### src/rtl/cce_pkg.sv
// Shared constants for the console cursor and attribute engine.
package cce_pkg;

    // Number of raw event classes held in the enable mask.
    localparam int EVENT_CLASSES = 32;
    localparam int EVENT_IDX_W   = (EVENT_CLASSES > 1) ? $clog2(EVENT_CLASSES) : 1;

    // Width of the working value of the shared adder (signed).
    localparam int XW = 11;

    // Request codes.
    localparam logic [3:0] REQ_LEFT   = 4'd0;
    localparam logic [3:0] REQ_RIGHT  = 4'd1;
    localparam logic [3:0] REQ_UP     = 4'd2;
    localparam logic [3:0] REQ_DOWN   = 4'd3;
    localparam logic [3:0] REQ_MODE   = 4'd4;
    localparam logic [3:0] REQ_SGR    = 4'd5;
    localparam logic [3:0] REQ_EV_SET = 4'd6;
    localparam logic [3:0] REQ_EV_CLR = 4'd7;
    localparam logic [3:0] REQ_RESIZE = 4'd8;

    // Mode bit positions.
    localparam int MODE_LINEFEED   = 0;
    localparam int MODE_AUTOSCROLL = 1;
    localparam int MODE_AUTOWRAP   = 2;

    // Scroll directions.
    localparam logic [1:0] SCROLL_NONE = 2'd0;
    localparam logic [1:0] SCROLL_UP   = 2'd1;
    localparam logic [1:0] SCROLL_DOWN = 2'd2;

    // Reset values of the screen state.
    localparam logic [7:0] COL_LIMIT_RST = 8'd79;
    localparam logic [7:0] ROW_LIMIT_RST = 8'd23;

    // Rendition parameters.
    localparam logic [7:0] SGR_RESET     = 8'd0;
    localparam logic [7:0] SGR_BOLD      = 8'd1;
    localparam logic [7:0] SGR_ITALIC    = 8'd3;
    localparam logic [7:0] SGR_UNDERLINE = 8'd4;
    localparam logic [7:0] SGR_REVERSE   = 8'd7;
    localparam logic [7:0] SGR_CONCEAL   = 8'd8;
    localparam logic [7:0] SGR_NO_BOLD   = 8'd22;
    localparam logic [7:0] SGR_NO_ITALIC = 8'd23;
    localparam logic [7:0] SGR_NO_UNDER  = 8'd24;
    localparam logic [7:0] SGR_NO_REV    = 8'd27;
    localparam logic [7:0] SGR_NO_CONC   = 8'd28;
    localparam logic [7:0] SGR_FG_FIRST  = 8'd30;
    localparam logic [7:0] SGR_FG_LAST   = 8'd37;
    localparam logic [7:0] SGR_FG_DEF    = 8'd39;
    localparam logic [7:0] SGR_BG_FIRST  = 8'd40;
    localparam logic [7:0] SGR_BG_LAST   = 8'd47;
    localparam logic [7:0] SGR_BG_DEF    = 8'd49;

    localparam logic [2:0] FG_DEFAULT = 3'd1;
    localparam logic [2:0] BG_DEFAULT = 3'd0;

endpackage

### src/rtl/console_cursor_attribute_engine_unit.sv
// Top level of the console cursor and attribute engine.
//
// Keeps the cursor, screen limits, mode bits, pens, text attributes and the
// raw event enable mask of a text terminal. One request on the input channel
// (in_valid/in_ready) yields exactly one result on the output channel
// (out_valid/out_ready) holding the state after the request.
// Mode, rendition, event, resize and unknown requests go from the accept
// straight to the finish state. Moves run through one shared 11-bit adder
// under a small sequencer: up and down pass through load, vertical and
// excess; left and right first loop in the wrap state once per line wrapped
// (at most 255), or without autowrap go from load to finish. The wrap loop
// adds or subtracts one screen width per cycle. in_ready is high only while
// the sequencer is idle, one request at a time; the next request can be
// accepted in the same cycle that out_valid rises. A finished result waits
// in the output register while out_ready is low; the next request can still
// be accepted then and holds in the finish state until the output register
// frees up. Reset puts the cursor at column 0, row 0, limits at 79 and 23,
// all modes on, pens and attributes at 0 and the event mask clear.
module console_cursor_attribute_engine_unit
(
    input  logic       clk,
    input  logic       rst_n,
    input  logic       in_valid,
    output logic       in_ready,
    input  logic [3:0] req_type,
    input  logic [7:0] move_count,
    input  logic [1:0] mode_select,
    input  logic       mode_value,
    input  logic [7:0] rendition_param,
    input  logic [7:0] event_class,
    input  logic [7:0] new_col_max,
    input  logic [7:0] new_row_max,
    output logic       out_valid,
    input  logic       out_ready,
    output logic [7:0] cursor_col,
    output logic [7:0] cursor_row,
    output logic [1:0] scroll_dir,
    output logic [8:0] scroll_lines,
    output logic [2:0] fg_pen,
    output logic [2:0] bg_pen,
    output logic [4:0] attr_flags,
    output logic [2:0] mode_flags,
    output logic       event_enabled
);

    localparam logic [2:0] ST_IDLE   = 3'd0;
    localparam logic [2:0] ST_LOAD   = 3'd1;
    localparam logic [2:0] ST_WRAP   = 3'd2;
    localparam logic [2:0] ST_VERT   = 3'd3;
    localparam logic [2:0] ST_EXCESS = 3'd4;
    localparam logic [2:0] ST_FIN    = 3'd5;

    localparam int XW = cce_pkg::XW;

    // Control and terminal state.
    logic [2:0] state_reg;
    logic [7:0] col_reg;
    logic [7:0] row_reg;
    logic [7:0] col_limit_reg;
    logic [7:0] row_limit_reg;
    logic [2:0] mode_reg;
    logic [2:0] fg_reg;
    logic [2:0] bg_reg;
    logic [4:0] attr_reg;
    logic [cce_pkg::EVENT_CLASSES-1:0] event_mask_reg;
    logic [1:0] scr_dir_reg;
    logic [8:0] scr_lines_reg;
    logic       out_valid_reg;

    // Working registers of the current request.
    logic [3:0]    req_reg;
    logic [7:0]    cnt_reg;
    logic [7:0]    cls_reg;
    logic [XW-1:0] x_reg;
    logic [8:0]    lines_reg;

    // Output register.
    logic [7:0] out_col_reg;
    logic [7:0] out_row_reg;
    logic [1:0] out_dir_reg;
    logic [8:0] out_lines_reg;
    logic [2:0] out_fg_reg;
    logic [2:0] out_bg_reg;
    logic [4:0] out_attr_reg;
    logic [2:0] out_mode_reg;
    logic       out_ev_reg;

    // Shared adder.
    logic [XW-1:0] add_a;
    logic [XW-1:0] add_b;
    logic          add_sub;
    logic [XW-1:0] add_sum;

    logic       accept;
    logic       out_free;
    logic       is_up_dir;
    logic       x_neg;
    logic       x_gt_col;
    logic       x_gt_row;
    logic [8:0] width;
    logic [8:0] sum_sat;
    logic       in_class;
    logic       cls_in_class;
    logic [2:0] sgr_fg;
    logic [2:0] sgr_bg;
    logic [4:0] sgr_attr;

    assign in_ready  = (state_reg == ST_IDLE);
    assign accept    = in_valid && in_ready;
    assign out_free  = !out_valid_reg || out_ready;
    assign is_up_dir = (req_reg == cce_pkg::REQ_LEFT) || (req_reg == cce_pkg::REQ_UP);
    assign width     = {1'b0, col_limit_reg} + 9'd1;
    assign x_neg     = x_reg[XW-1];
    assign x_gt_col  = !x_neg && (x_reg > XW'(col_limit_reg));
    assign x_gt_row  = !x_neg && (x_reg > XW'(row_limit_reg));
    assign sum_sat   = (add_sum > XW'(511)) ? 9'h1FF : add_sum[8:0];
    assign in_class     = (32'(event_class) < cce_pkg::EVENT_CLASSES);
    assign cls_in_class = (32'(cls_reg) < cce_pkg::EVENT_CLASSES);

    always_comb
    begin
        add_a   = '0;
        add_b   = '0;
        add_sub = 1'b0;
        case (state_reg)
            ST_LOAD:
            begin
                add_a   = XW'(col_reg);
                add_b   = XW'(cnt_reg);
                add_sub = (req_reg == cce_pkg::REQ_LEFT);
            end
            ST_WRAP:
            begin
                add_a   = x_reg;
                add_b   = XW'(width);
                add_sub = (req_reg == cce_pkg::REQ_RIGHT);
            end
            ST_VERT:
            begin
                add_a   = XW'(row_reg);
                add_b   = XW'(lines_reg);
                add_sub = is_up_dir;
            end
            ST_EXCESS:
            begin
                // Upward overshoot is 0 - r, downward overshoot is r - row limit.
                add_a   = is_up_dir ? '0 : x_reg;
                add_b   = is_up_dir ? x_reg : XW'(row_limit_reg);
                add_sub = 1'b1;
            end
            default:
            begin
                add_a   = '0;
                add_b   = '0;
                add_sub = 1'b0;
            end
        endcase
        add_sum = add_a + (add_sub ? ~add_b : add_b) + XW'(add_sub);
    end

    // Rendition parameter decode.
    always_comb
    begin
        sgr_fg   = fg_reg;
        sgr_bg   = bg_reg;
        sgr_attr = attr_reg;
        priority if (rendition_param == cce_pkg::SGR_RESET)
        begin
            sgr_fg   = cce_pkg::FG_DEFAULT;
            sgr_bg   = cce_pkg::BG_DEFAULT;
            sgr_attr = '0;
        end
        else if (rendition_param == cce_pkg::SGR_BOLD)      sgr_attr[0] = 1'b1;
        else if (rendition_param == cce_pkg::SGR_ITALIC)    sgr_attr[1] = 1'b1;
        else if (rendition_param == cce_pkg::SGR_UNDERLINE) sgr_attr[2] = 1'b1;
        else if (rendition_param == cce_pkg::SGR_REVERSE)   sgr_attr[3] = 1'b1;
        else if (rendition_param == cce_pkg::SGR_CONCEAL)   sgr_attr[4] = 1'b1;
        else if (rendition_param == cce_pkg::SGR_NO_BOLD)   sgr_attr[0] = 1'b0;
        else if (rendition_param == cce_pkg::SGR_NO_ITALIC) sgr_attr[1] = 1'b0;
        else if (rendition_param == cce_pkg::SGR_NO_UNDER)  sgr_attr[2] = 1'b0;
        else if (rendition_param == cce_pkg::SGR_NO_REV)    sgr_attr[3] = 1'b0;
        else if (rendition_param == cce_pkg::SGR_NO_CONC)   sgr_attr[4] = 1'b0;
        else if (rendition_param >= cce_pkg::SGR_FG_FIRST &&
                 rendition_param <= cce_pkg::SGR_FG_LAST)
            sgr_fg = rendition_param[2:0] - cce_pkg::SGR_FG_FIRST[2:0];
        else if (rendition_param == cce_pkg::SGR_FG_DEF)    sgr_fg = cce_pkg::FG_DEFAULT;
        else if (rendition_param >= cce_pkg::SGR_BG_FIRST &&
                 rendition_param <= cce_pkg::SGR_BG_LAST)
            sgr_bg = rendition_param[2:0] - cce_pkg::SGR_BG_FIRST[2:0];
        else if (rendition_param == cce_pkg::SGR_BG_DEF)    sgr_bg = cce_pkg::BG_DEFAULT;
        else
        begin
            // Unknown parameters leave the rendition as it is.
        end
    end

    always_ff @(posedge clk or negedge rst_n)
    begin
        if (!rst_n)
        begin
            state_reg      <= ST_IDLE;
            col_reg        <= '0;
            row_reg        <= '0;
            col_limit_reg  <= cce_pkg::COL_LIMIT_RST;
            row_limit_reg  <= cce_pkg::ROW_LIMIT_RST;
            mode_reg       <= 3'b111;
            fg_reg         <= '0;
            bg_reg         <= '0;
            attr_reg       <= '0;
            event_mask_reg <= '0;
            scr_dir_reg    <= cce_pkg::SCROLL_NONE;
            scr_lines_reg  <= '0;
            out_valid_reg  <= 1'b0;
        end
        else
        begin
            // A result loaded in the finish state keeps out_valid high.
            if (out_valid_reg && out_ready && (state_reg != ST_FIN))
            begin
                out_valid_reg <= 1'b0;
            end
            case (state_reg)
                ST_IDLE:
                begin
                    if (accept)
                    begin
                        scr_dir_reg   <= cce_pkg::SCROLL_NONE;
                        scr_lines_reg <= '0;
                        if (req_type == cce_pkg::REQ_LEFT || req_type == cce_pkg::REQ_RIGHT ||
                            req_type == cce_pkg::REQ_UP || req_type == cce_pkg::REQ_DOWN)
                        begin
                            state_reg <= ST_LOAD;
                        end
                        else
                        begin
                            state_reg <= ST_FIN;
                        end
                        case (req_type)
                            cce_pkg::REQ_LEFT, cce_pkg::REQ_RIGHT,
                            cce_pkg::REQ_UP, cce_pkg::REQ_DOWN:
                            begin
                                // Moves are carried out by the sequencer.
                            end
                            cce_pkg::REQ_MODE:
                            begin
                                if (mode_select != 2'd3)
                                begin
                                    mode_reg[mode_select] <= mode_value;
                                end
                            end
                            cce_pkg::REQ_SGR:
                            begin
                                fg_reg   <= sgr_fg;
                                bg_reg   <= sgr_bg;
                                attr_reg <= sgr_attr;
                            end
                            cce_pkg::REQ_EV_SET:
                            begin
                                if (in_class)
                                begin
                                    event_mask_reg[event_class[cce_pkg::EVENT_IDX_W-1:0]]
                                        <= 1'b1;
                                end
                            end
                            cce_pkg::REQ_EV_CLR:
                            begin
                                if (in_class)
                                begin
                                    event_mask_reg[event_class[cce_pkg::EVENT_IDX_W-1:0]]
                                        <= 1'b0;
                                end
                            end
                            cce_pkg::REQ_RESIZE:
                            begin
                                col_limit_reg <= new_col_max;
                                row_limit_reg <= new_row_max;
                                if (col_reg > new_col_max)
                                begin
                                    col_reg <= new_col_max;
                                end
                                if (row_reg > new_row_max)
                                begin
                                    row_reg <= new_row_max;
                                end
                            end
                            default:
                            begin
                            end
                        endcase
                    end
                end
                ST_LOAD:
                begin
                    if (req_reg == cce_pkg::REQ_UP || req_reg == cce_pkg::REQ_DOWN)
                    begin
                        state_reg <= ST_VERT;
                    end
                    else if (mode_reg[cce_pkg::MODE_AUTOWRAP])
                    begin
                        state_reg <= ST_WRAP;
                    end
                    else
                    begin
                        // Without autowrap the column clamps to the screen.
                        if (add_sum[XW-1])
                        begin
                            col_reg <= '0;
                        end
                        else if (add_sum > XW'(col_limit_reg))
                        begin
                            col_reg <= col_limit_reg;
                        end
                        else
                        begin
                            col_reg <= add_sum[7:0];
                        end
                        state_reg <= ST_FIN;
                    end
                end
                ST_WRAP:
                begin
                    if (!((req_reg == cce_pkg::REQ_LEFT) ? x_neg : x_gt_col))
                    begin
                        col_reg   <= x_reg[7:0];
                        state_reg <= ST_VERT;
                    end
                end
                ST_VERT:
                begin
                    state_reg <= ST_EXCESS;
                end
                ST_EXCESS:
                begin
                    if (is_up_dir)
                    begin
                        if (x_neg)
                        begin
                            row_reg <= '0;
                            if (mode_reg[cce_pkg::MODE_AUTOSCROLL])
                            begin
                                scr_dir_reg   <= cce_pkg::SCROLL_DOWN;
                                scr_lines_reg <= sum_sat;
                            end
                        end
                        else
                        begin
                            row_reg <= x_reg[7:0];
                        end
                    end
                    else
                    begin
                        if (x_gt_row)
                        begin
                            row_reg <= row_limit_reg;
                            if (mode_reg[cce_pkg::MODE_AUTOSCROLL])
                            begin
                                scr_dir_reg   <= cce_pkg::SCROLL_UP;
                                scr_lines_reg <= sum_sat;
                            end
                        end
                        else
                        begin
                            row_reg <= x_reg[7:0];
                        end
                    end
                    state_reg <= ST_FIN;
                end
                ST_FIN:
                begin
                    if (out_free)
                    begin
                        out_valid_reg <= 1'b1;
                        state_reg     <= ST_IDLE;
                    end
                end
                default:
                begin
                    state_reg <= ST_IDLE;
                end
            endcase
        end
    end

    // Working and output registers carry no reset.
    always_ff @(posedge clk)
    begin
        if (accept)
        begin
            req_reg <= req_type;
            cnt_reg <= move_count;
            cls_reg <= event_class;
        end
        case (state_reg)
            ST_LOAD:
            begin
                x_reg     <= add_sum;
                lines_reg <= (req_reg == cce_pkg::REQ_UP || req_reg == cce_pkg::REQ_DOWN)
                             ? {1'b0, cnt_reg} : 9'd0;
            end
            ST_WRAP:
            begin
                if ((req_reg == cce_pkg::REQ_LEFT) ? x_neg : x_gt_col)
                begin
                    x_reg     <= add_sum;
                    lines_reg <= lines_reg + 9'd1;
                end
            end
            ST_VERT:
            begin
                x_reg <= add_sum;
            end
            ST_FIN:
            begin
                if (out_free)
                begin
                    out_col_reg   <= col_reg;
                    out_row_reg   <= row_reg;
                    out_dir_reg   <= scr_dir_reg;
                    out_lines_reg <= scr_lines_reg;
                    out_fg_reg    <= fg_reg;
                    out_bg_reg    <= bg_reg;
                    out_attr_reg  <= attr_reg;
                    out_mode_reg  <= mode_reg;
                    out_ev_reg    <= cls_in_class &&
                                     event_mask_reg[cls_reg[cce_pkg::EVENT_IDX_W-1:0]];
                end
            end
            default:
            begin
            end
        endcase
    end

    assign out_valid     = out_valid_reg;
    assign cursor_col    = out_col_reg;
    assign cursor_row    = out_row_reg;
    assign scroll_dir    = out_dir_reg;
    assign scroll_lines  = out_lines_reg;
    assign fg_pen        = out_fg_reg;
    assign bg_pen        = out_bg_reg;
    assign attr_flags    = out_attr_reg;
    assign mode_flags    = out_mode_reg;
    assign event_enabled = out_ev_reg;

    // The cursor stays inside the screen whenever no request is in progress.
    assert property (@(posedge clk) disable iff (!rst_n)
        (state_reg == ST_IDLE) |-> (col_reg <= col_limit_reg && row_reg <= row_limit_reg))
        else $error("cursor outside screen limits while idle");

    // A result without a scroll reports no scroll lines, and a scroll reports some.
    assert property (@(posedge clk) disable iff (!rst_n)
        out_valid_reg |-> ((out_dir_reg == cce_pkg::SCROLL_NONE) == (out_lines_reg == 9'd0)))
        else $error("scroll direction and line count disagree");

    // Scrolling only comes from a move request.
    assert property (@(posedge clk) disable iff (!rst_n)
        (state_reg == ST_FIN && scr_dir_reg != cce_pkg::SCROLL_NONE)
        |-> (req_reg == cce_pkg::REQ_LEFT || req_reg == cce_pkg::REQ_RIGHT ||
             req_reg == cce_pkg::REQ_UP || req_reg == cce_pkg::REQ_DOWN))
        else $error("scroll reported for a non-move request");

    // The output register is never loaded over a result that was not taken.
    assert property (@(posedge clk) disable iff (!rst_n)
        (out_valid_reg && !out_ready) |=> out_valid_reg && $stable(out_col_reg)
                                          && $stable(out_row_reg))
        else $error("pending result overwritten");

endmodule

### config.mk
export PLATFORM = sky130hd
export DESIGN_NAME = console_cursor_attribute_engine_unit
export DESIGN_NICKNAME = d
export VERILOG_FILES = /design/src/rtl/cce_pkg.sv /design/src/rtl/console_cursor_attribute_engine_unit.sv
export SDC_FILE = /design/constraint.sdc
export NUM_CORES = 1
export LEC_CHECK = 0
export BUFFER_PORTS_ARGS = -buffer_cell sky130_fd_sc_hd__buf_2
export CAP_MARGIN = 20
export CORE_MARGIN = 1
export CORE_UTILIZATION = 30
export DETAILED_ROUTE_END_ITERATION = 8
export SLEW_MARGIN = 20
export SYNTH_ARGS = -nofsm -noshare
export SYNTH_HDL_FRONTEND = slang
export SYNTH_SLANG_ARGS = --single-unit
### constraint.sdc
create_clock -name clk -period 6.6 [get_ports clk]
set_clock_uncertainty 0.05 [all_clocks]
set_input_delay 0.33 -clock clk [delete_from_list [all_inputs] [get_ports clk]]
set_output_delay 0.33 -clock clk [all_outputs]
set_load 0.01 [all_outputs]
Word-level counts from Yosys, hierarchy flattened
Index checks and enable logic that the tools add are counted.
{ "op_classes": {"addsub": 5, "order_cmp": 17, "n_eq_ne": 76, "n_mux": 119, "bitwise_logic": 4, "n_reduce_logical": 53} }
{ "ops": {"columns": ["cell", "count"], "rows": [
  ["$mux 8", 15],
  ["$mux 3", 37],
  ["$pmux 11 s4", 2],
  ["$ne 3x3->1 const B", 23],
  ["$mux 32", 2],
  ["$pmux 32 s2", 1],
  ["$mux 9", 7],
  ["$mux 11", 4],
  ["$ne 2x2->1 const B", 21],
  ["$eq 8x5->1 const B", 5],
  ["$mux 4", 9],
  ["$pmux 9 s2", 2],
  ["$gt 11x8->1", 3],
  ["$and 32x32->32", 1],
  ["$not 32->32", 1],
  ["$or 32x32->32", 1],
  ["$pmux 8 s3", 1],
  ["$reduce_bool 3->1", 8],
  ["$pmux 11 s2", 1],
  ["$mux 1", 20],
  ["$mux 2", 9],
  ["$pmux 3 s6", 1],
  ["$eq 4x2->1 const B", 4],
  ["$eq 4x3->1 const B", 4],
  ["55 further kinds", 92]
]} }
{ "word_totals": {"reg_bits": 175, "out_inout_bits": 44, "elab_cells": 305} }

Longest topological paths before layout
Gate-level depths: netlist (run 1).
{ "logic_depth": {"ltp_word": 18, "depth_mapped": 23, "ltp_nobuf": 21} }

Worst setup path before layout (run 1)
Ideal clock, no wire load.
{ "synth_path": {"path_kind": "flip-flop to flip-flop", "startpoint": "reg state_reg[2]", "endpoint": "reg col_reg[1]", "arrival_ps": 4207, "setup_slack_ps": 2217, "path_stages_with_launch": 19, "period_less_slack_ps": 4383, "cell_sequence": "dfrtp_1 clkbuf_1 clkbuf_1 nor2_1 a21oi_1 nor2_1 a222oi_1 inv_1 ha_1 and4_1 o211ai_1 a311oi_1 xor2_1 ha_1 a2111oi_0 a211o_1 nor3b_2 nor3_1 o32a_1"} }
{ "synth_between": {"elab_chain_cells": 12} }
{ "synth_rtl": {"columns": ["item", "line_no", "source"], "rows": [
  ["start: declaration", "console_cursor_attribute_engine_unit.sv:56", "logic [2:0] state_reg;"],
  ["start signal: assignment", "console_cursor_attribute_engine_unit.sv:201", "state_reg <= ST_IDLE;"],
  ["start signal: assignment", "console_cursor_attribute_engine_unit.sv:232", "state_reg <= ST_LOAD;"],
  ["start signal: assignment", "console_cursor_attribute_engine_unit.sv:236", "state_reg <= ST_FIN;"],
  ["$eq 3x3->1, or another cell as far along", "console_cursor_attribute_engine_unit.sv:125", "case (state_reg)"],
  ["$pmux 11 s4", "console_cursor_attribute_engine_unit.sv:125", null],
  ["$not 11->11", "console_cursor_attribute_engine_unit.sv:158", "add_sum = add_a + (add_sub ? ~add_b : add_b) + XW'(add_sub);"],
  ["$mux 11", "console_cursor_attribute_engine_unit.sv:158", null],
  ["$add 11x11->11", "console_cursor_attribute_engine_unit.sv:158", null],
  ["$add 11x1->11 (*)", "console_cursor_attribute_engine_unit.sv:158", null],
  ["via add_sum[7]", "console_cursor_attribute_engine_unit.sv:92", "logic [XW-1:0] add_sum;"],
  ["$gt 11x8->1 (*)", "console_cursor_attribute_engine_unit.sv:309", "else if (add_sum > XW'(col_limit_reg))"],
  ["$mux 8 (*)", "console_cursor_attribute_engine_unit.sv:309", null],
  ["$mux 8 (*)", "console_cursor_attribute_engine_unit.sv:305", "if (add_sum[XW-1])"],
  ["$mux 8 (*)", "console_cursor_attribute_engine_unit.sv:298", "else if (mode_reg[cce_pkg::MODE_AUTOWRAP])"],
  ["$mux 8 (*)", "console_cursor_attribute_engine_unit.sv:294", "if (req_reg == cce_pkg::REQ_UP || req_reg == cce_pkg::REQ_DOWN)"],
  ["$pmux 8 s3 (*)", "console_cursor_attribute_engine_unit.sv:222", "case (state_reg)"],
  ["end signal: assignment", "console_cursor_attribute_engine_unit.sv:311", "col_reg <= col_limit_reg;"],
  ["end signal: assignment", "console_cursor_attribute_engine_unit.sv:315", "col_reg <= add_sum[7:0];"],
  ["end signal: assignment", "console_cursor_attribute_engine_unit.sv:324", "col_reg <= x_reg[7:0];"],
  ["end: declaration", "console_cursor_attribute_engine_unit.sv:57", "logic [7:0] col_reg;"]
]} }
Mark *: on every way through the listed nets, which the timed path passes. The rest lies on a longest branch. The select of a mux whose other input is x is not followed.
A chain may end at the register's enable or synchronous reset.

Worst setup path after layout (run 1)
{ "layout_path": {"startpoint": "reg state_reg[1]", "endpoint": "reg col_reg[1]"} }
Same word-level chain as after synthesis.

==> flow_summary.json, run 1 <==
{
  "status": "finished, final reports clean",
  "yosysWarnings": 0,
  "gp_congestion": 0.9243,
  "drive_gt1_share_pct": 21.63,
  "syn_avg_cell_area_um2": 10.38,
  "ant_nets": 0,
  "max_freq_mhz": 177.0,
  "grt_remaining_overflow": 0,
  "critPathLaunch": "state_reg[1]",
  "cts_tree": "yes",
  "die_h_um": 185.4,
  "grt_pass1_wl_um": 45020,
  "min_period_over_period_pct": 85.60,
  "wl_per_cell_um": 18.68,
  "finalHoldViolCount": 0,
  "yosysTopAreaCell": "edfxtp_1",
  "synth_fp_nets": 1077,
  "initial_core_util_pct": 30.80,
  "yosysSeqAreaShare_pct": 47.59,
  "rows": 66,
  "min_path_type": "input port to register",
  "worst_slack_ns": 0.9503,
  "worstMarginPinSlew_ns": 0.8639,
  "drv_cap": 0,
  "grt_antenna_before_repair": 2,
  "drcViolationCount": 0,
  "final_cell_mix": "109 x nand2_1, 93 x buf_2, 82 x edfxtp_1",
  "wl_um": 28510,
  "slew_headroom_pct": 42.41,
  "syn-cell-area_mm2": 0.01010,
  "dp_hpwl_um": 21060,
  "yosysTopAreaCellShare_pct": 24.39,
  "final_common_cell": "nand2_1",
  "clk_pin_slew_worst_paths_ns": 0.07,
  "end_kind": "register",
  "synth_seq_cells": 175,
  "first_iter_violations": 736,
  "yosys-top-cells-area": "edfxtp_1 24%, dfrtp_1 20%, ha_1 6.4%, mux2_2 4.9%, nand2_1 4.1%",
  "vias_per_cell": 5.230,
  "die-area_mm2": 0.03439,
  "synth-edff-count": 82,
  "pwr_density_cell_mw_per_mm2": 461.2,
  "fin_area_mm2": 0.01174,
  "track_usage_pct": 17.41,
  "rsz0062_at_grt": "false",
  "cts-root-buf": "clkbuf_16",
  "port_buffers": 94,
  "slew_viol_final": 0,
  "ys.flop_type": "edfxtp_1",
  "final_core_util_pct": 35.80,
  "post-place-ws_ns": 1.055,
  "postCtsSetupBuffers": 0,
  "whs_ns": 0.02799,
  "power.leakage_nw": 4.887,
  "cp_max_fo": 23,
  "die-width_um": 185.4,
  "crit_arrival_ns": 5.93,
  "min_from": "event_class[7]",
  "vias": 7981,
  "critical_path_class": "register to register",
  "r2r-start": "state_reg[1]",
  "ctsResizeCount": 0,
  "synth-async-reset-ratio_pct": 53.14,
  "finalCriticalPeriod_ns": 5.650,
  "placed_area_mm2": 0.01107,
  "syn_inst": 973,
  "ios": 95,
  "clk_latency_ns": 0.45,
  "syn_to_final_growth_pct": 16.23,
  "finalSetupViolCount": 0,
  "ir_worst_vdd_mv": 0.2806,
  "dr.pass1.iters": 6,
  "htree_levels": 4,
  "final_nets": 1173,
  "numCtsBuffers": 17,
  "grt_pass1_vias": 7913,
  "worstSetupStartpointType": "register",
  "yosysUniqueCellTypes": 77,
  "final.setup.tns_ns": 0,
  "core_mm2": 0.03278,
  "grt_max_degree": 50,
  "cp.required_ns": 6.88,
  "cts_sinks": 175,
  "clockBufferDepth": 2
}
==> what timing repair did <==
action	CTS	global route
setup endpoints to repair	0	0
hold buffers	9	0
hold endpoints to repair	44	0
==> report_power, final <==
| group | internal, mW | switching (mW) | leakage, nW |
|---|---|---|---|
| registers | 1.57 | 0.375 | 1.91 |
| clock network | 0.527 | 0.463 | 0.262 |
| logic | 0.963 | 1.52 | 2.72 |
| total | 3.06 | 2.36 | 4.89 |
==> cells by family after synthesis <==
logic type      count (synthesis)  synth area share [%]
fa+ha+maj                      53                 6.643
mux                            68                 8.527
buf+inv                        95                 3.792
compound gates                217                 15.01
flops                         175                 47.59
simple gates                  336                 15.93
xor+xnor                       29                 2.516
==> layout make-up <==
class                           count  area, um^2
Clock inverter                     13       127.6
Tap cell                          442       553.0
Antenna cell                        2       5.005
Inverter                           54       202.7
Multi-Input combinational cell    703        4933
Sequential cell                   175        4805
Clock buffer                       19       432.9
Fill cell                        3331       21050
Timing Repair Buffer              118       675.6
==> critical path: stages (launching register included) <==
cell and delay, ns:
dfrtp_1 0.91, inv_1 0.27, nor2_1 0.22, a21oi_1 0.06
nor2_1 0.60, a222oi_1 0.26, fa_1 0.52, nor2b_1 0.20
o31a_1 0.17, nor2b_1 0.07, xnor2_1 0.34, ha_1 0.34
a2111oi_0 0.43, a211o_1 0.20, nor3b_2 0.47, nor3_1 0.09
o32a_1 0.31
==> final timing paths <==
check | end | slack (ns) | cells past startpoint
worst min-delay path | cls_reg[7] | 0.03 | 1
min in group asynchronous | row_reg[0] | 0.39 | 2
worst max-delay path | col_reg[1] | 0.95 | 16
worst min register to register | fg_pen[1] | 0.40 | 0
max in group asynchronous | async pin | 4.99 | 3
worst max register to register | col_reg[1] | 0.95 | 16
==> per-layer routing <==
| layer | GRT usage, % | vias to the layer above | wire, um |
|---|---|---|---|
| met5 | 0 | - | 0 |
| met4 | 5.719 | 0 | 514 |
| li1 | - | 3788 | - |
| met3 | 3.323 | 35 | 1566 |
| met2 | 27.85 | 266 | 13270 |
| met1 | 23.47 | 3892 | 13160 |
==> stage by stage <==
stage          std cells  total power, mW
2_1_floorplan        973            3.533
4_1_cts             1524            5.425
3_5_place_dp        1483            4.413
5_1_grt             1525            5.779
3_3_place_gp        1483            4.384
6_report            1526            5.412
==> synth_stat cells (4+ instances only) <==
library cell	number
o221a_2	6
a222oi_1	8
nand3_1	31
a32oi_1	4
o22ai_1	5
dfstp_2	12
o31ai_1	8
edfxtp_1	82
or3_1	5
nand2_1	109
a31oi_1	9
o211ai_1	18
nand4_1	10
ha_1	52
nor2b_1	25
xor2_1	8
and2_1	8
mux2i_1	14
a22oi_1	7
a211oi_1	9
mux2_2	44
dfrtp_1	81
and3_1	12
o21a_1	9
inv_1	54
nor4_1	4
mux4_2	10
nand2b_1	9
o21ai_0	51
nor2_1	80
clkbuf_1	32
o2bb2ai_1	9
xnor2_1	21
a21oi_1	43
nor3_1	19
Power figures use the tool's default switching activity.
==> inputs of run 2 (changes only) <==
--- a/config.mk
+++ b/config.mk
@@ -8,8 +8,10 @@
 export BUFFER_PORTS_ARGS = -buffer_cell sky130_fd_sc_hd__buf_2
 export CAP_MARGIN = 20
 export CORE_MARGIN = 1
-export CORE_UTILIZATION = 30
+export CORE_UTILIZATION = 60
 export DETAILED_ROUTE_END_ITERATION = 8
+export PLACE_DENSITY = 0.81
+export RECOVER_POWER = 50
 export SLEW_MARGIN = 20
 export SYNTH_ARGS = -nofsm -noshare
 export SYNTH_HDL_FRONTEND = slang
==> run 2 against run 1 <==
Flip-flop and latch count is the same; critical path depth is 2 higher; count of clock-buffer cells in the layout is 1 lower; first-iteration DRC count is 7.9% lower; final cell count fell by 15%; cell area fell by 3.2%; global-route usage increased by 13 points; the run now ends with DRC, capacitance limit, slew limit left; largest power group unchanged; combinational power shrank 4%; critical endpoint unchanged; fmax grew 2.1%; routed wire length decreased by 10%; worst hold slack lost 0.013 ns.
==> flow_summary.json, run 2 (synthesis gave the netlist of run 1 again) <==
{
  "track_usage_pct": 30.56,
  "multiInputGateArea_mm2": 0.004928,
  "worstSetupStartpointType": "register",
  "vias_per_cell": 6.300,
  "gp_congestion": 0.9822,
  "power.leakage_nw": 4.739,
  "initial_core_util_pct": 61.10,
  "htree_levels": 4,
  "grt_pass1_vias": 7798,
  "critical_path_class": "register to register",
  "finalSetupViolCount": 0,
  "critPathSlowestCell": "dfrtp_1",
  "cp.required_ns": 6.87,
  "max_freq_mhz": 180.8,
  "min_period_over_period_pct": 83.82,
  "wl_um": 25540,
  "clockBufferDepth": 2,
  "p_int_mw": 3.149,
  "r2r_end": "col_reg[1]",
  "final_common_cell": "nand2_1",
  "drive_gt1_share_pct": 15.79,
  "wl_per_cell_um": 19.80,
  "rrSetupSlack_ns": 1.07,
  "final_cells": 1290,
  "cts-root-buf": "clkbuf_16",
  "status": "finished with violations",
  "violations": "DRC, capacitance limit, slew limit",
  "finalCriticalPeriod_ns": 5.532,
  "clk_pin_slew_worst_paths_ns": 0.07,
  "switchingPower_mw": 2.297,
  "rsz0062_at_grt": "false",
  "r2r-start": "state_reg[1]",
  "whs_path_depth": 1,
  "power_frac_comb_pct": 43.5,
  "worst_slack_ns": 1.068,
  "cp_max_fo": 23,
  "grt_pass1_wl_um": 41030,
  "grt_remaining_overflow": 0,
  "num_antenna_cells": 0,
  "reg2reg_depth": 18,
  "min_from": "move_count[7]",
  "switching_share_pct": 42.18,
  "worst_path_most_repeated_cell": "nor2b_1",
  "cts_sinks": 175,
  "final.setup.tns_ns": 0,
  "register_area_mm2": 0.004805,
  "critPathLaunch": "state_reg[1]",
  "slew_viol_final": 96,
  "ios": 95,
  "min_path_type": "input port to register",
  "cp.depth": 18,
  "dp_hpwl_um": 18220,
  "ant_nets": 0,
  "grt_antenna_before_repair": 0,
  "port_buffers": 94,
  "slew_headroom_pct": -89.50,
  "dr.pass1.iters": 9,
  "drv_cap": 2,
  "syn_to_final_growth_pct": 12.57,
  "final_nets": 1161,
  "cts_tree": "yes",
  "fillers": 1258,
  "grt_max_degree": 51,
  "vias": 8127,
  "crit_arrival_ns": 5.80,
  "pwr_density_cell_mw_per_mm2": 479.2,
  "cpLargestDelayFamily": "simple AND/OR/NAND/NOR gates",
  "die_h_um": 131.7,
  "first_iter_violations": 678,
  "max_stage_delay_ns": 0.88,
  "dp_cells": 1255,
  "clk_latency_ns": 0.43,
  "ir_worst_vdd_mv": 0.2853,
  "worstMarginPinSlew_ns": 2.842,
  "rows": 47,
  "end_kind": "register",
  "path_buf_inv": 2,
  "core_mm2": 0.01652,
  "path_cells": "nor2b_1 > buf_4 > a32oi_1 > nand2b_1 > xnor2_1 > o21ai_0 > inv_1 > fa_1 > nor2b_1 > o31a_1 > nor2b_1 > xnor2_1 > ha_1 > a2111oi_0 > a211o_1 > nor3b_2 > nor3_1 > o32a_1",
  "die-width_um": 131.7,
  "post-place-ws_ns": 1.165,
  "whs_endpoint": "cnt_reg[7]",
  "clock_power_share_pct": 20.7,
  "finalHoldViolCount": 0,
  "numCtsBuffers": 17,
  "final_core_util_pct": 68.77,
  "drcViolationCount": 1,
  "die-area_mm2": 0.01735,
  "pwr-share-seq_pct": 35.8,
  "final_cell_mix": "109 x nand2_1, 82 x edfxtp_1, 81 x dfrtp_1"
}
[run 2: cell count changes in the layout (fill, tap and decap cells not counted), moves of 2 or more]
| cell | delta |
|---|---|
| clkbuf_1 | +54 |
| buf_2 | -53 |
| buf_4 | -8 |
| dlygate4sd3_1 | -6 |
| bufinv_16 | +4 |
| clkinvlp_4 | -3 |
| dfstp_1 | +2 |
| dfstp_2 | -2 |
| diode_2 | -2 |
| inv_8 | +2 |
[run 2: power by group through the flow]
| stage | Combinational [mW] | Clock [mW] | Sequential (mW) |
|---|---|---|---|
| finish | 2.37 | 1.13 | 1.95 |
| global route | 2.62 | 1.18 | 1.97 |
| CTS | 2.36 | 1.13 | 1.93 |
| detailed placement | 2.33 | 0 | 1.94 |
| floorplan | 1.73 | 0 | 1.81 |
| global placement | 2.28 | 0 | 1.94 |
[run 2: layout make-up]
type | instances | area share, %
Multi-Input combinational cell | 703 | 43.37
Tap cell | 220 | 2.422
Inverter | 54 | 1.784
Clock buffer | 18 | 3.776
Clock inverter | 14 | 2.004
Sequential cell | 175 | 42.28
Timing Repair Buffer | 106 | 4.371
[run 2: worst max-delay path by stage]
stage	endpoint	slack [ns]
finish	col_reg[1]	1.07
global placement	col_reg[1]	1.33
global route	col_reg[1]	0.67
floorplan	col_reg[1]	2.22
detailed placement	col_reg[1]	1.17
CTS	col_reg[1]	1.12
[run 2: worst reg2reg max path, stage by stage (launching register included)]
cell	delay, ns
dfrtp_1	0.88
nor2b_1	0.23
buf_4	0.19
a32oi_1	0.12
nand2b_1	0.39
xnor2_1	0.21
o21ai_0	0.27
inv_1	0.11
fa_1	0.43
nor2b_1	0.16
o31a_1	0.17
nor2b_1	0.07
xnor2_1	0.35
ha_1	0.34
a2111oi_0	0.38
a211o_1	0.18
nor3b_2	0.48
nor3_1	0.09
o32a_1	0.30
[run 2: metal layers]
| metal | global-route usage (%) | wire (um) | vias up |
|---|---|---|---|
| met5 | 0 | 0 | - |
| met4 | 14.99 | 985 | 0 |
| met3 | 5.980 | 2079 | 82 |
| met2 | 48.71 | 12050 | 394 |
| met1 | 40.25 | 10430 | 3904 |
| li1 | - | - | 3747 |
[run 2: what timing repair did]
action,CTS,global route
hold endpoints to repair,38,2
buffers inserted,0,0
hold buffers,1,2
resized for setup,0,0
[run 2: stage by stage]
stage / area (um^2) / power, mW / hold WS, ns
detailed placement: 10750 / 4.270 / 0.3039
finish: 11360 / 5.446 / 0.01529
global route: 11360 / 5.771 / 0.009675
global placement: 10750 / 4.219 / 0.3011
floorplan: 10100 / 3.533 / -0.01559
CTS: 11410 / 5.422 / 0.0005435
==> inputs of run 3 (changes only) <==
--- a/config.mk
+++ b/config.mk
@@ -5,12 +5,13 @@
 export SDC_FILE = /design/constraint.sdc
 export NUM_CORES = 1
 export LEC_CHECK = 0
+export ABC_AREA = 1
 export BUFFER_PORTS_ARGS = -buffer_cell sky130_fd_sc_hd__buf_2
 export CAP_MARGIN = 20
 export CORE_MARGIN = 1
-export CORE_UTILIZATION = 60
+export CORE_UTILIZATION = 54
 export DETAILED_ROUTE_END_ITERATION = 8
-export PLACE_DENSITY = 0.81
+export PLACE_DENSITY = 0.77
 export RECOVER_POWER = 50
 export SLEW_MARGIN = 20
 export SYNTH_ARGS = -nofsm -noshare
==> constraint.sdc (replaced) <==
create_clock -name clk -period 4.6 [get_ports clk]
set_clock_uncertainty 0.05 [all_clocks]
set_input_delay 0.23 -clock clk [delete_from_list [all_inputs] [get_ports clk]]
set_output_delay 0.23 -clock clk [all_outputs]
set_load 0.01 [all_outputs]
==> run 3 against run 2 <==
The run ends with capacitance limit, slew limit left; worst setup slack got worse by 0.94 ns; worst hold slack got worse by 0.0052 ns; combinational power increased by 110%; critical path depth increased by 9; die area increased by 8.4%; critical endpoint is now col_reg[7].
==> flow_summary.json, run 3 <==
{
  "die_h_um": 137.2,
  "synth-async-reset-ratio_pct": 53.14,
  "cp.required_ns": 4.87,
  "die-area_mm2": 0.01881,
  "yosysTopAreaCell": "edfxtp_1",
  "vias": 8970,
  "cts_sinks": 175,
  "violations": "capacitance limit, slew limit",
  "vias_per_cell": 5.952,
  "drcViolationCount": 0,
  "critPathSlowestCell": "dfstp_2",
  "clockBufferDepth": 2,
  "numCtsBuffers": 17,
  "drive_gt1_share_pct": 13.38,
  "syn-cell-area_mm2": 0.009866,
  "power.leakage_nw": 5.088,
  "track_usage_pct": 31.99,
  "final_cells": 1507,
  "path_buf_inv": 5,
  "yosys-top-cells-area": "edfxtp_1 25%, dfrtp_1 21%, nand2_1 7.8%, ha_1 6.6%, inv_1 5.5%",
  "syn_to_final_growth_pct": 18.03,
  "ios": 95,
  "final.setup.tns_ns": 0,
  "finalHoldViolCount": 0,
  "grt_max_degree": 55,
  "yosysSeqAreaShare_pct": 48.70,
  "final_cell_mix": "197 x nand2_1, 141 x inv_1, 95 x nor2_1",
  "slew_headroom_pct": -58.80,
  "wl_per_cell_um": 18.96,
  "synth-edff-count": 82,
  "ir_worst_vdd_mv": 0.9731,
  "yosysUniqueCellTypes": 54,
  "gp_congestion": 0.9896,
  "final_core_util_pct": 64.83,
  "dp_hpwl_um": 20500,
  "grt_remaining_overflow": 0,
  "yosysMostFrequentCell": "nand2_1",
  "rows": 49,
  "crit_arrival_ns": 4.74,
  "ant_nets": 0,
  "syn_inst": 1131,
  "final_nets": 1369,
  "rrSetupSlack_ns": 0.13,
  "status": "finished with violations",
  "grt_pass1_wl_um": 44790,
  "grt_pass1_vias": 8550,
  "p_total_mw": 9.210,
  "min_period_over_period_pct": 97.20,
  "end_kind": "register",
  "finalSetupViolCount": 0,
  "dr.pass1.iters": 5,
  "finalCriticalPeriod_ns": 4.471,
  "worstSetupStartpointType": "register",
  "clk_pin_slew_worst_paths_ns": 0.07,
  "max_freq_mhz": 223.6,
  "critical_path_class": "register to register",
  "syn_avg_cell_area_um2": 8.723,
  "synth_fp_nets": 1235,
  "synth_common_cells": "204 x nand2_1, 145 x inv_1, 99 x a21oi_1, 98 x nor2_1, 90 x o21ai_0",
  "cts_tree": "yes",
  "grt_antenna_before_repair": 0,
  "slew_viol_final": 41,
  "cpLargestDelayFamily": "simple AND/OR/NAND/NOR gates",
  "port_buffers": 94,
  "yosysWarnings": 0,
  "ys.flop_type": "edfxtp_1",
  "first_iter_violations": 934,
  "htree_levels": 4,
  "drv_cap": 2,
  "clk_latency_ns": 0.44,
  "final_common_cell": "nand2_1",
  "num_antenna_cells": 0,
  "wl_um": 28580,
  "cts-root-buf": "clkbuf_16",
  "core_mm2": 0.01796,
  "dp_cells": 1446,
  "synth_seq_cells": 175,
  "max_stage_delay_ns": 0.61,
  "min_path_type": "input port to register",
  "worst_path_most_repeated_cell": "inv_1",
  "worstMarginPinSlew_ns": 2.382,
  "initial_core_util_pct": 54.92,
  "yosysTopAreaCellShare_pct": 24.96,
  "die-width_um": 137.2,
  "pwr_density_cell_mw_per_mm2": 790.9,
  "cp_max_fo": 8
}
## run 3: layout make-up
type	count	area (um^2)
fillers	1497	6319
flip-flops and latches	175	4806
multi-input cells	779	4563
repair buffers	141	818.3
inverters	151	566.8
clock buffers	18	439.2
well taps	229	286.5
clock inverters	14	165.2
## run 3: routing by layer
layer	vias to the layer above	GRT usage (%)	part of all wire, %
met5	-	0	0
met4	0	13.13	3.7
met3	93	7.926	8.1
met2	451	52.92	47
met1	4242	39.89	41
li1	4184	-	-
## run 3: power breakdown
group	total (mW)	internal, mW	switching (mW)
Sequential	2.73	2.28	0.455
Combinational	5.02	1.80	3.22
Clock	1.46	0.746	0.714
Total	9.21	4.82	4.39
## run 3: final timing paths
check / to / startpoint / cells after the start
max in group asynchronous: state_reg[1] / rst_n / 3
hold / removal: row_limit_reg[4] / new_row_max[4] / 3
hold reg to reg: scroll_lines[0] / scr_lines_reg[0] / 0
setup reg to reg: col_reg[7] / col_limit_reg[0] / 27
min in group asynchronous: scr_lines_reg[7] / rst_n / 2
setup / recovery: col_reg[7] / col_limit_reg[0] / 27
## run 3: worst reg2reg max path: cells and delay by family (launching register included)
kind | cells | cell delay [ns]
simple gates | 12 | 1.41
compound gates | 6 | 0.80
buf+inv | 5 | 0.39
fa+ha+maj | 2 | 0.65
xor+xnor | 2 | 0.43
flops | 1 | 0.61
## run 3: cell families after synthesis
logic type	synth area share, %
multiplexers	0.6214
XOR/XNOR	1.420
AND/OR/NAND/NOR	18.67
AO/OA/AOI/OAI	17.02
adder cells (fa/ha/maj)	6.798
buffers and inverters	6.772
flip-flops	48.70
## run 3: through the flow
step                      hold slack (ns)  setup WS, ns  area [um^2]
final                             0.01005        0.1286        11640
after detailed placement           0.1977       0.08677        10680
after global placement             0.1981        0.3198        10680
after global routing              0.01375       -0.2424        11640
after CTS                        0.004917       0.08034        11500
after floorplan                   -0.1156        0.5932         9866
## run 3: what timing repair did
item	CTS	global route
hold endpoints to repair	51	0
setup buffers	0	7
hold buffers	22	0
resized for setup	0	38
endpoints found under the setup margin	0	8
